--- src/rtl/core/c1ks_pkg.sv ---
// shared types and constants of the crypto1 keystream unit
`default_nettype none

package c1ks_pkg;

  localparam int unsigned HALF_W = 24;
  localparam int unsigned KEY_W  = 48;
  localparam int unsigned DATA_W = 32;
  localparam int unsigned OP_W   = 2;

  localparam logic [OP_W-1:0] OP_RELOAD = 2'd0;
  localparam logic [OP_W-1:0] OP_BYTE   = 2'd1;
  localparam logic [OP_W-1:0] OP_WORD   = 2'd2;
  localparam logic [OP_W-1:0] OP_NONE   = 2'd3;

  typedef struct packed {
    logic [HALF_W-1:0] odd_half;
    logic [HALF_W-1:0] even_half;
  } lfsr_state_t;

endpackage

`default_nettype wire

--- src/rtl/core/c1ks_lfsr.sv ---
// combinational lfsr advance and filter for one request
`default_nettype none

module c1ks_lfsr (
  input  c1ks_pkg::lfsr_state_t          state_i,
  input  logic [c1ks_pkg::OP_W-1:0]      op_i,
  input  logic [c1ks_pkg::DATA_W-1:0]    data_i,
  input  logic [c1ks_pkg::KEY_W-1:0]     key_i,
  output c1ks_pkg::lfsr_state_t          state_o,
  output logic [c1ks_pkg::DATA_W-1:0]    keystream_o
);

  localparam logic [c1ks_pkg::HALF_W-1:0] TAPS_ODD  = 24'h29ce5c;
  localparam logic [c1ks_pkg::HALF_W-1:0] TAPS_EVEN = 24'h870804;
  localparam logic [19:0] FILT_A   = 20'hf22c0;
  localparam logic [19:0] FILT_B   = 20'h6c9c0;
  localparam logic [19:0] FILT_C   = 20'h3c8b0;
  localparam logic [19:0] FILT_D   = 20'h1e458;
  localparam logic [19:0] FILT_E   = 20'h0d938;
  localparam logic [31:0] FILT_OUT = 32'hec57e80a;

  function automatic logic filter_bit(input logic [c1ks_pkg::HALF_W-1:0] v);
    logic [19:0] ta, tb, tc, td, te;
    logic [4:0]  idx;
    ta  = FILT_A >> v[3:0];
    tb  = FILT_B >> v[7:4];
    tc  = FILT_C >> v[11:8];
    td  = FILT_D >> v[15:12];
    te  = FILT_E >> v[19:16];
    idx = {ta[4], tb[3], tc[2], td[1], te[0]};
    return FILT_OUT[idx];
  endfunction

  // one lfsr clock: feedback into even, then the halves swap roles
  function automatic c1ks_pkg::lfsr_state_t clock_once(input c1ks_pkg::lfsr_state_t s,
                                                       input logic in_bit);
    c1ks_pkg::lfsr_state_t r;
    logic fb;
    fb          = in_bit ^ (^(s.odd_half & TAPS_ODD)) ^ (^(s.even_half & TAPS_EVEN));
    r.even_half = s.odd_half;
    r.odd_half  = {s.even_half[c1ks_pkg::HALF_W-2:0], fb};
    return r;
  endfunction

  c1ks_pkg::lfsr_state_t        st;
  logic [c1ks_pkg::DATA_W-1:0]  ks;
  logic [4:0]                   pos;

  always_comb begin
    st  = state_i;
    ks  = '0;
    pos = '0;
    case (op_i)
      c1ks_pkg::OP_RELOAD: begin
        // key bits interleave into the halves, bit order reversed within each key byte
        for (int j = 0; j < c1ks_pkg::HALF_W; j++) begin
          st.odd_half[j]  = key_i[6'(2*j) ^ 6'd7];
          st.even_half[j] = key_i[6'(2*j+1) ^ 6'd7];
        end
      end
      c1ks_pkg::OP_BYTE: begin
        for (int i = 0; i < 8; i++) begin
          ks[i] = filter_bit(st.odd_half);
          st    = clock_once(st, data_i[i]);
        end
      end
      c1ks_pkg::OP_WORD: begin
        // bytes from most significant down, each lsb first
        for (int i = 0; i < c1ks_pkg::DATA_W; i++) begin
          pos     = 5'(i) ^ 5'd24;
          ks[pos] = filter_bit(st.odd_half);
          st      = clock_once(st, data_i[pos]);
        end
      end
      default: begin
        st = state_i;
      end
    endcase
  end

  assign state_o     = st;
  assign keystream_o = ks;

endmodule

`default_nettype wire

--- src/rtl/core/crypto1_keystream_unit.sv ---
// top level of the crypto1 keystream unit
`default_nettype none

// Crypto1 keystream engine. A request carries an op (0 reload from the key register, 1 byte
// step on data_in_i[7:0], 2 word step on all 32 bits, bytes 3..0 each lsb first) and returns
// one keystream word with each filter bit at the position of the input bit it came with;
// reload and op 3 return zero. One request is taken every cycle while the result side does
// not stall; a request is captured in an input register at the accepting edge, and the lfsr
// advance of up to 32 steps then updates the cipher state and the result register together
// once the result register is free, which presents the result. The key register is
// written through the cfg channel, which is always ready, and takes effect on the next reload.
module crypto1_keystream_unit (
  input  logic                           clk_i,
  input  logic                           rst_ni,
  input  logic                           cfg_valid_i,
  output logic                           cfg_ready_o,
  input  logic [c1ks_pkg::KEY_W-1:0]     cfg_data_i,
  input  logic                           in_valid_i,
  output logic                           in_stall_o,
  input  logic [c1ks_pkg::OP_W-1:0]      op_i,
  input  logic [c1ks_pkg::DATA_W-1:0]    data_in_i,
  output logic                           out_valid_o,
  input  logic                           out_stall_i,
  output logic [c1ks_pkg::DATA_W-1:0]    keystream_o
);

  logic [c1ks_pkg::KEY_W-1:0]  key_q;
  logic                        in_valid_q;
  logic [c1ks_pkg::OP_W-1:0]   op_q;
  logic [c1ks_pkg::DATA_W-1:0] data_q;
  logic                        out_valid_q;
  logic [c1ks_pkg::DATA_W-1:0] ks_q;
  c1ks_pkg::lfsr_state_t       state_q, state_d;
  logic [c1ks_pkg::DATA_W-1:0] ks_d;
  logic                        res_free, advance, in_accept;

  assign cfg_ready_o = 1'b1;
  assign res_free    = ~out_valid_q | ~out_stall_i;
  assign advance     = in_valid_q & res_free;
  assign in_stall_o  = in_valid_q & ~res_free;
  assign in_accept   = in_valid_i & ~in_stall_o;

  c1ks_lfsr u_lfsr (
    .state_i     (state_q),
    .op_i        (op_q),
    .data_i      (data_q),
    .key_i       (key_q),
    .state_o     (state_d),
    .keystream_o (ks_d)
  );

  always_ff @(posedge clk_i or negedge rst_ni) begin
    if (!rst_ni) begin
      key_q       <= '0;
      state_q     <= '0;
      in_valid_q  <= 1'b0;
      out_valid_q <= 1'b0;
    end else begin
      if (cfg_valid_i && cfg_ready_o) begin
        key_q <= cfg_data_i;
      end
      if (in_accept) begin
        in_valid_q <= 1'b1;
      end else if (advance) begin
        in_valid_q <= 1'b0;
      end
      if (advance) begin
        state_q     <= state_d;
        out_valid_q <= 1'b1;
      end else if (!out_stall_i) begin
        out_valid_q <= 1'b0;
      end
    end
  end

  always_ff @(posedge clk_i) begin
    if (in_accept) begin
      op_q   <= op_i;
      data_q <= data_in_i;
    end
    if (advance) begin
      ks_q <= ks_d;
    end
  end

  assign out_valid_o = out_valid_q;
  assign keystream_o = ks_q;

  a_zero_ks: assert property (@(posedge clk_i) disable iff (!rst_ni)
    advance && (op_q == c1ks_pkg::OP_RELOAD || op_q == c1ks_pkg::OP_NONE)
    |=> keystream_o == '0)
    else $error("reload or unused op gave non-zero keystream");

  a_byte_upper: assert property (@(posedge clk_i) disable iff (!rst_ni)
    advance && op_q == c1ks_pkg::OP_BYTE |=> keystream_o[c1ks_pkg::DATA_W-1:8] == '0)
    else $error("byte step set upper keystream bits");

  a_state_hold: assert property (@(posedge clk_i) disable iff (!rst_ni)
    !advance |=> $stable(state_q))
    else $error("cipher state moved without a request");

  a_result_follows: assert property (@(posedge clk_i) disable iff (!rst_ni)
    advance |=> out_valid_o)
    else $error("advanced request produced no result");

endmodule

`default_nettype wire

--- config.mk ---
export PLATFORM = sky130hd
export DESIGN_NAME = crypto1_keystream_unit
export DESIGN_NICKNAME = d
export VERILOG_FILES = /design/src/rtl/core/c1ks_pkg.sv /design/src/rtl/core/c1ks_lfsr.sv /design/src/rtl/core/crypto1_keystream_unit.sv
export SDC_FILE = /design/constraint.sdc
export NUM_CORES = 1
export LEC_CHECK = 0
export BUFFER_PORTS_ARGS = -buffer_cell sky130_fd_sc_hd__buf_2
export CAP_MARGIN = 20
export CORE_AREA = 2 2 185 169
export DETAILED_ROUTE_END_ITERATION = 7
export DIE_AREA = 0 0 187 171
export PLACE_DENSITY = 0.78
export SETUP_SLACK_MARGIN = 0.15
export SYNTH_ARGS = -nofsm -noshare
export SYNTH_HDL_FRONTEND = slang
export SYNTH_SLANG_ARGS = --single-unit
--- constraint.sdc ---
create_clock -name clk_i -period 13.1 [get_ports clk_i]
set_input_delay 1.31 -clock clk_i [delete_from_list [all_inputs] [get_ports clk_i]]
set_output_delay 1.31 -clock clk_i [all_outputs]
set_load 0.05 [all_outputs]
==> implementation parameters, run 1 <==
Parameter                              Value

Cells and area
  Post-Route Utilization ... 0.6342
  Final net count ... about 2100
  Layout Area Growth over Synthesis ... 13.77%
  Number of cells in the finished layout apart from fillers ... 2299
  Share of cells above drive strength 1 ... 0.2166

Route
  Post-route ant nets ... 0
  Drt first-iter violations ... about 2200
  Vias per inst ... roughly 6.4
  Total wirelength of the detailed-routed design ... approximately 60000 µm
  Post-detailed-route DRC marker count ... 0
  Initial DRT Pass Iterations ... 5
  Routed len/inst ... about 26 µm
  DR vias ... 14700

Place
  Port bufs ... 120
  Placed Instances ... ~2300
  Setup WS pre-CTS ... -0.2103 ns
  GPL Wtd Cong ... about 1.0
  Detailed-placement wirelength estimate ... around 45000 µm

Synthesis
  Syn Std Cell Area ... between 15000 and 20000 µm²
  Share of the synthesized area in compound gates (AO/OA/AOI/OAI) ... 0.1739
  Count of unique library cells instantiated by Yosys ... slightly above 70
  Fraction of synthesized area in multiplexers ... 0.08689
  Part of the Yosys area used for sequential elements ... 0.2625
  Number of flops mapped to enable cells by yosys ... 66
  Area share of xor/xnor cells in the synthesized design ... 0.2631
  Cells taking the most area after synthesis ... sky130_fd_sc_hd__dfrtp_1 (15%), sky130_fd_sc_hd__xnor2_1 (12%), sky130_fd_sc_hd__edfxtp_1 (12%), sky130_fd_sc_hd__ha_1 (9.1%), sky130_fd_sc_hd__xnor3_1 (8.3%)
  Top post-synthesis cells by count ... sky130_fd_sc_hd__xnor2_1 (229), sky130_fd_sc_hd__o21ai_0 (168), sky130_fd_sc_hd__nand2_1 (133), sky130_fd_sc_hd__ha_1 (123), sky130_fd_sc_hd__dfrtp_1 (98)
  Most instantiated library cell after synthesis ... sky130_fd_sc_hd__xnor2_1
  Share of the synthesized area in the top cell type ... 0.1452
  Fraction of the mapped netlist area in adder cells ... 0.09111
  Area fraction in and, or, nand and nor cells after synthesis ... 0.07541
  Yosys synthesis warning count ... 0
  Async S/R FF share, synth ... 0.5976
  Total nets after synthesis ... slightly below 2000
  #FFs+latches synth ... between 150 and 200
  Top FF cell, synth ... sky130_fd_sc_hd__dfrtp_1
  Post-Syn Instances ... roughly 1700
  Largest family of logic cells by synthesized area ... XOR/XNOR gates
  Synth Area per Inst ... between 9 and 10 µm²
  Top cell type by total area after synthesis ... sky130_fd_sc_hd__dfrtp_1

STA
  Period utilization ... 0.9631
  Final number of setup-violating endpoints ... 0
  Period minus WS final ... 12.62 ns
  Hold Violations, Final ... 0
  FMAX ... 79.26 MHz
  Worst Skew ... slightly above 0.02 ns
  Slew headroom ... 0.1586
  Max-slew violation total from the final report ... 0
  PnR worst setup slack ... 0.4828 ns
  Setup repair after global routing missed its margin ... true
  Fin Setup TNS ... 0 ns
  Worst-Margin Slew ... roughly 1.2 ns

Hold path
  Launch instance of the worst min-delay path ... in_valid_q$_DFFE_PN0P_
  Hold Path Class ... flip-flop to flip-flop
  Hold Path End ... out_valid_o$_DFFE_PN0P_
  WHS Path Cells ... 1

Critical path
  Delay of the slowest critical-path stage ... 0.56 ns
  Library cell contributing the largest single delay on the critical path ... sky130_fd_sc_hd__xnor3_1
  Worst setup SP type ... flip-flop
  Crit path arrival time ... between 10 and 15 ns
  Worst R2R Start ... state_q[14]$_DFFE_PN0P_
  Most repeated library cell on the critical path ... sky130_fd_sc_hd__xnor2_1
  Endpoint kind of the worst setup timing path ... flip-flop
  Critical path class ... flip-flop to flip-flop
  Number of cells on the worst reg-to-reg path ... 43
  CP max FO ... 18
  Reg-to-reg setup timing slack ... a little under 0.5 ns
  Worst path required time ... roughly 13 ns
  Reg2Reg Capture Point ... keystream_o[5]$_DFFE_PP_

Clock tree
  Number of CTS-inserted buffers ... 17
  Clock latency on the worst-skew pair ... about 0.47 ns
  Clk pin slew, worst setup/hold paths ... roughly 0.070 ns
  Max Root-Sink Buffers ... 2
  Total number of H-tree levels ... 4
  Root cell of the clock tree ... sky130_fd_sc_hd__clkbuf_16
  Clock sinks ... 164
  TritonCTS clock tree ... built
  Count of hold-fix buffers inserted at cts ... 0

Die
  Chip height ... roughly 170 µm
  Number of cell rows ... 61
  Die area ... ~32000 µm²
  Die Width ... around 190 µm
  Core Footprint ... just over 30000 µm²
  Starting utilization of the core area ... 0.5575
  Number of placed I/O pins ... 122

Global routing
  Global-route usage over all layers ... 0.3747
  Remaining global-route overflow ... 0
  Wire length of the first global-routing pass ... 86680 µm
  Initial antenna violation count ... 2
  Number of global-route vias before repair ... 13360
  Maximum number of pins on one net before global-route repair ... a little under 100

Job
  Count of maximum capacitance violations ... 0

Outcome
  Result of the run ... finished clean
[placed cells by master (no fill, tap or decap), types with 66 or more instances in the layout]
master,synthesis,routed
sky130_fd_sc_hd__xnor2_1,229,214
sky130_fd_sc_hd__o21ai_0,168,168
sky130_fd_sc_hd__nand2_1,133,133
sky130_fd_sc_hd__ha_1,123,121
sky130_fd_sc_hd__buf_2,15,119
sky130_fd_sc_hd__buf_4,3,117
sky130_fd_sc_hd__dfrtp_1,98,96
sky130_fd_sc_hd__a21oi_1,86,86
sky130_fd_sc_hd__inv_1,80,79
sky130_fd_sc_hd__nor2_1,78,78
sky130_fd_sc_hd__edfxtp_1,66,66
[worst max-delay path by stage]
stage	to	cells after the start	from	slack (ns)
after CTS	keystream_o[5]$_DFFE_PP_	43	state_q[14]$_DFFE_PN0P_	0.17
after floorplan	keystream_o[7]$_DFFE_PP_	53	state_q[27]$_DFFE_PN0P_	0.21
after global routing	keystream_o[7]$_DFFE_PP_	50	state_q[27]$_DFFE_PN0P_	-0.01
final	keystream_o[5]$_DFFE_PP_	43	state_q[14]$_DFFE_PN0P_	0.48
after detailed placement	keystream_o[5]$_DFFE_PP_	44	state_q[2]$_DFFE_PN0P_	-0.21
after global placement	state_q[24]$_DFFE_PN0P_	51	state_q[2]$_DFFE_PN0P_	-0.1
[cells by family (layout without fill, tap and decap cells)]
| group | after synthesis | after routing |
|---|---|---|
| AOI/OAI and AO/OA | 463 | 463 |
| muxes | 119 | 119 |
| other | 1 | 3 |
| xor gates and xnor gates | 360 | 360 |
| and+or+nand+nor | 290 | 290 |
| buffers and inverters | 198 | 368 |
| DFF | 164 | 164 |
| adders and majority gates | 123 | 123 |
[critical path, delay by kind of cell (launching register included)]
family	cells	cell delay, ns
fa+ha+maj	6	1.89
simple gates	2	0.58
flops	1	0.42
compound gates	2	0.42
buf+inv	3	0.68
xor+xnor	30	8.31
[stage by stage]
| step | area [µm²] | hold WS [ns] |
|---|---|---|
| 2_1_floorplan | 16920 | 0.4492 |
| 3_3_place_gp | 18400 | 0.4631 |
| 3_5_place_dp | 18400 | 0.4767 |
| 4_1_cts | 18970 | 0.4859 |
| 5_1_grt | 19220 | 0.5265 |
| 6_report | 19220 | 0.4827 |
[timing repair]
action / 4_1_cts / 5_1_grt
pin swaps: 1 / 12
setup endpoints to repair: 4 / 6
gates cloned: 0 / 0
hold endpoints to repair: 0 / 0
gates resized for setup: 3 / 27
buffers inserted: 1 / 12
[layer usage]
layer  vias to the layer above  track usage  share of wire
met3                       121       0.1450           0.14
met5                         -            0         0.0022
met4                         4       0.1197          0.026
met1                      7155       0.5225           0.42
met2                       935       0.5332           0.41
li1                       6486            -              -
[area by class of cell]
type                            instances  area (µm²)
Antenna cell                            2       5.005
Clock inverter                         13       115.1
Timing Repair Buffer                  237        1485
Tap cell                              409       511.7
Fill cell                            2505       11080
Clock buffer                           19       432.9
Inverter                               99       376.6
Multi-Input combinational cell       1356       11850
Sequential cell                       164        4437
[sequential cells by signal (all words and copies together), names as in the netlist]
name and count:
op_q 2, out_valid_o 1, state_q 48, key_q 48
in_valid_q 1, keystream_o 32, data_q 32
Power of run 1 is left out: the tool's default activity adds up to more than one toggle a clock period on the data nets, which glitch-free logic cannot reach.
==> run 2: changes to the inputs <==
- ABC_AREA: unset -> 1
- CORE_AREA: 2 2 185 169 -> 2 2 197 180
- DIE_AREA: 0 0 187 171 -> 0 0 199 182
==> run 2 against run 1 <==
  * The flow now finishes with violations (DRC)
  * Largest cell class unchanged
  * Cell count increased by 42%
  * Synthesized cell count increased by 59%
  * Wire length increased by 27%
  * Design area increased by 7.0%
  * Critical endpoint is now state_q[1]$_DFFE_PN0P_
==> implementation parameters, run 2 <==
Parameter                              Value

Synthesis
  Cells taking the most area after synthesis ... sky130_fd_sc_hd__nand2_1 (15%), sky130_fd_sc_hd__dfrtp_1 (13%), sky130_fd_sc_hd__edfxtp_1 (10%), sky130_fd_sc_hd__ha_1 (8.0%), sky130_fd_sc_hd__xor2_1 (6.0%)
  Total nets after synthesis ... 2950
  #FFs+latches synth ... 164
  Synth Area per Inst ... 7.014 µm²
  Top post-synthesis cells by count ... sky130_fd_sc_hd__nand2_1 (790), sky130_fd_sc_hd__inv_1 (248), sky130_fd_sc_hd__o21ai_0 (217), sky130_fd_sc_hd__nand3_1 (177), sky130_fd_sc_hd__xor2_1 (132)
  Syn Std Cell Area ... 19220 µm²
  Number of flops mapped to enable cells by yosys ... between 60 and 70
  Most instantiated library cell after synthesis ... sky130_fd_sc_hd__nand2_1
  Share of the synthesized area in compound gates (AO/OA/AOI/OAI) ... 0.1607
  Top cell type by total area after synthesis ... sky130_fd_sc_hd__nand2_1
  Yosys synthesis warning count ... 0
  Largest family of logic cells by synthesized area ... simple AND/OR/NAND/NOR gates
  Fraction of synthesized area in multiplexers ... 0.02383
  Top FF cell, synth ... sky130_fd_sc_hd__dfrtp_1
  Post-Syn Instances ... approximately 2700
  Share of the synthesized area in the top cell type ... 0.1543
  Count of unique library cells instantiated by Yosys ... 66
  Async S/R FF share, synth ... 0.5976
  Area share of xor/xnor cells in the synthesized design ... 0.1206
  Area fraction in and, or, nand and nor cells after synthesis ... 0.2898
  Part of the Yosys area used for sequential elements ... 0.2307
  Fraction of the mapped netlist area in adder cells ... 0.08008

Critical path
  CP max FO ... 12
  Reg-to-reg setup timing slack ... about 1.6 ns
  Library cell contributing the largest single delay on the critical path ... sky130_fd_sc_hd__dfrtp_1
  Critical path class ... flip-flop to flip-flop
  Worst path required time ... about 13 ns
  Most repeated library cell on the critical path ... sky130_fd_sc_hd__nand2_1
  Reg2Reg Capture Point ... state_q[1]$_DFFE_PN0P_
  Endpoint kind of the worst setup timing path ... flip-flop
  Worst setup SP type ... flip-flop
  Number of cells on the worst reg-to-reg path ... 58
  Crit path arrival time ... approximately 12 ns
  Delay of the slowest critical-path stage ... roughly 0.85 ns
  Worst R2R Start ... state_q[9]$_DFFE_PN0P_
  Combined buffer and inverter count along the critical path ... 8
  Cell family with the largest share of critical-path delay ... simple AND/OR/NAND/NOR gates

STA
  FMAX ... roughly 87 MHz
  Period minus WS final ... ~11 ns
  Hold Violations, Final ... 0
  Worst-Margin Slew ... roughly 1.2 ns
  Fin Setup TNS ... 0 ns
  Slew headroom ... 0.2150
  Max-slew violation total from the final report ... 0
  Setup repair after global routing missed its margin ... false
  Period utilization ... 0.8774
  Worst Skew ... approximately 0.016 ns
  Hold slack final ... between 0.5 and 0.6 ns
  Final number of setup-violating endpoints ... 0

Route
  Total wirelength of the detailed-routed design ... approximately 76000 µm
  DR vias ... about 20000
  Initial DRT Pass Iterations ... 8
  Routed len/inst ... ~23 µm
  Post-detailed-route DRC marker count ... 2
  Post-route ant nets ... 0
  Vias per inst ... around 6.1
  Drt first-iter violations ... ~2500

Clock tree
  Count of hold-fix buffers inserted at cts ... 0
  TritonCTS clock tree ... built
  Post-cts sizing count ... 0
  Clk pin slew, worst setup/hold paths ... about 0.080 ns
  Root cell of the clock tree ... sky130_fd_sc_hd__clkbuf_16
  Max Root-Sink Buffers ... 2
  Clock sinks ... between 150 and 200
  Total number of H-tree levels ... 4
  Clock latency on the worst-skew pair ... between 0.4 and 0.5 ns
  Number of CTS-inserted buffers ... 17
  Setup Fix Bufs, Post-CTS ... 0

Die
  Starting utilization of the core area ... 0.5586
  Die Width ... ~200 µm
  Number of cell rows ... between 60 and 70
  Core Footprint ... 34400 µm²
  Chip height ... approximately 180 µm
  Number of placed I/O pins ... between 100 and 150
  Die area ... roughly 36000 µm²

Global routing
  Remaining global-route overflow ... 0
  Initial antenna violation count ... 4
  Wire length of the first global-routing pass ... about 110000 µm
  Global-route usage over all layers ... 0.4175
  Number of global-route vias before repair ... 17770
  Maximum number of pins on one net before global-route repair ... 86

Outcome
  Result of the run ... finished, violations left
  Violations in the final reports ... DRC

Cells and area
  Layout Area Growth over Synthesis ... 7.038%
  Commonest cells after routing, fill and taps aside ... sky130_fd_sc_hd__nand2_1 (790), sky130_fd_sc_hd__inv_1 (246), sky130_fd_sc_hd__o21ai_0 (217)
  Share of cells above drive strength 1 ... 0.1444
  Biggest registers after layout ... key_q: 48 flops, state_q: 48 flops
  Most common library cell in the layout ignoring fill and taps ... sky130_fd_sc_hd__nand2_1
  Final net count ... about 3000

Job
  Count of maximum capacitance violations ... 0

Hold path
  WHS Path Cells ... 1
  Launch instance of the worst min-delay path ... key_q[17]$_DFFE_PN0P_
  Hold Path Class ... flip-flop to flip-flop
  Hold Path End ... key_q[17]$_DFFE_PN0P_

Place
  Detailed-placement wirelength estimate ... 58220 µm
  Port bufs ... 120
  GPL Wtd Cong ... approximately 1.0
==> run 2: changes by cell type after synthesis, sizes merged, moves of 36 or more <==
cell   delta
inv     +214
mux2i    -42
nand2   +746
nand3   +191
o21ai    +51
o22ai    +36
xnor2   -126
xnor3    -67
xor2     +97
==> run 2: worst register-to-register path, delay by kind of cell, from the launching register on <==
family / cells / cell delay (ns)
buffers and inverters: 8 / 1.44
AND/OR/NAND/NOR: 36 / 4.50
flip-flops: 1 / 0.85
adder cells (fa/ha/maj): 6 / 2.53
AO/OA/AOI/OAI: 2 / 0.79
XOR/XNOR: 6 / 1.22
==> run 2: layout make-up <==
class                   count  area [µm²]
inverters                 306        1199
clock inverters            13       135.1
multi-input cells        2161       12990
diodes                      1       2.502
flip-flops and latches    164        4434
fillers                  3290       13830
well taps                 469       586.8
clock buffers              19       432.9
repair buffers            141       793.3
==> run 2: kinds of logic (layout without fill, tap and decap cells) <==
kind of cell	after synthesis	after routing
other	1	2
AOI/OAI and AO/OA	517	517
buffers and inverters	415	479
xor gates and xnor gates	251	251
and+or+nand+nor	1228	1228
muxes	41	41
DFF	164	164
adders and majority gates	123	123
==> run 2: per-stage QoR <==
step | cells | util | area, µm² | setup WS (ns)
floorplan | 2740 | - | 19220 | 4.628
global placement | 3238 | 0.5798 | 19950 | 1.969
detailed placement | 3238 | 0.5798 | 19950 | 1.960
CTS | 3270 | 0.5963 | 20510 | 1.958
global route | 3273 | 0.5979 | 20570 | 1.087
finish | 3274 | 0.5980 | 20570 | 1.606
==> run 2: worst max path at each step <==
stage,from,to,depth (start not counted)
floorplan,state_q[27]$_DFFE_PN0P_,keystream_o[7]$_DFFE_PP_,74
global placement,state_q[9]$_DFFE_PN0P_,state_q[1]$_DFFE_PN0P_,58
detailed placement,state_q[9]$_DFFE_PN0P_,state_q[1]$_DFFE_PN0P_,58
CTS,state_q[9]$_DFFE_PN0P_,state_q[1]$_DFFE_PN0P_,58
global route,state_q[9]$_DFFE_PN0P_,state_q[1]$_DFFE_PN0P_,58
finish,state_q[9]$_DFFE_PN0P_,state_q[1]$_DFFE_PN0P_,58
==> run 2: per-layer routing <==
layer | vias up | global-route usage | share of wire
met5 | - | 0 | 0.00057
met4 | 6 | 0.1439 | 0.034
met3 | 182 | 0.1142 | 0.13
met2 | 1228 | 0.5958 | 0.41
met1 | 9397 | 0.6017 | 0.43
li1 | 9209 | - | -
Power of run 2 is left out for the same reason.
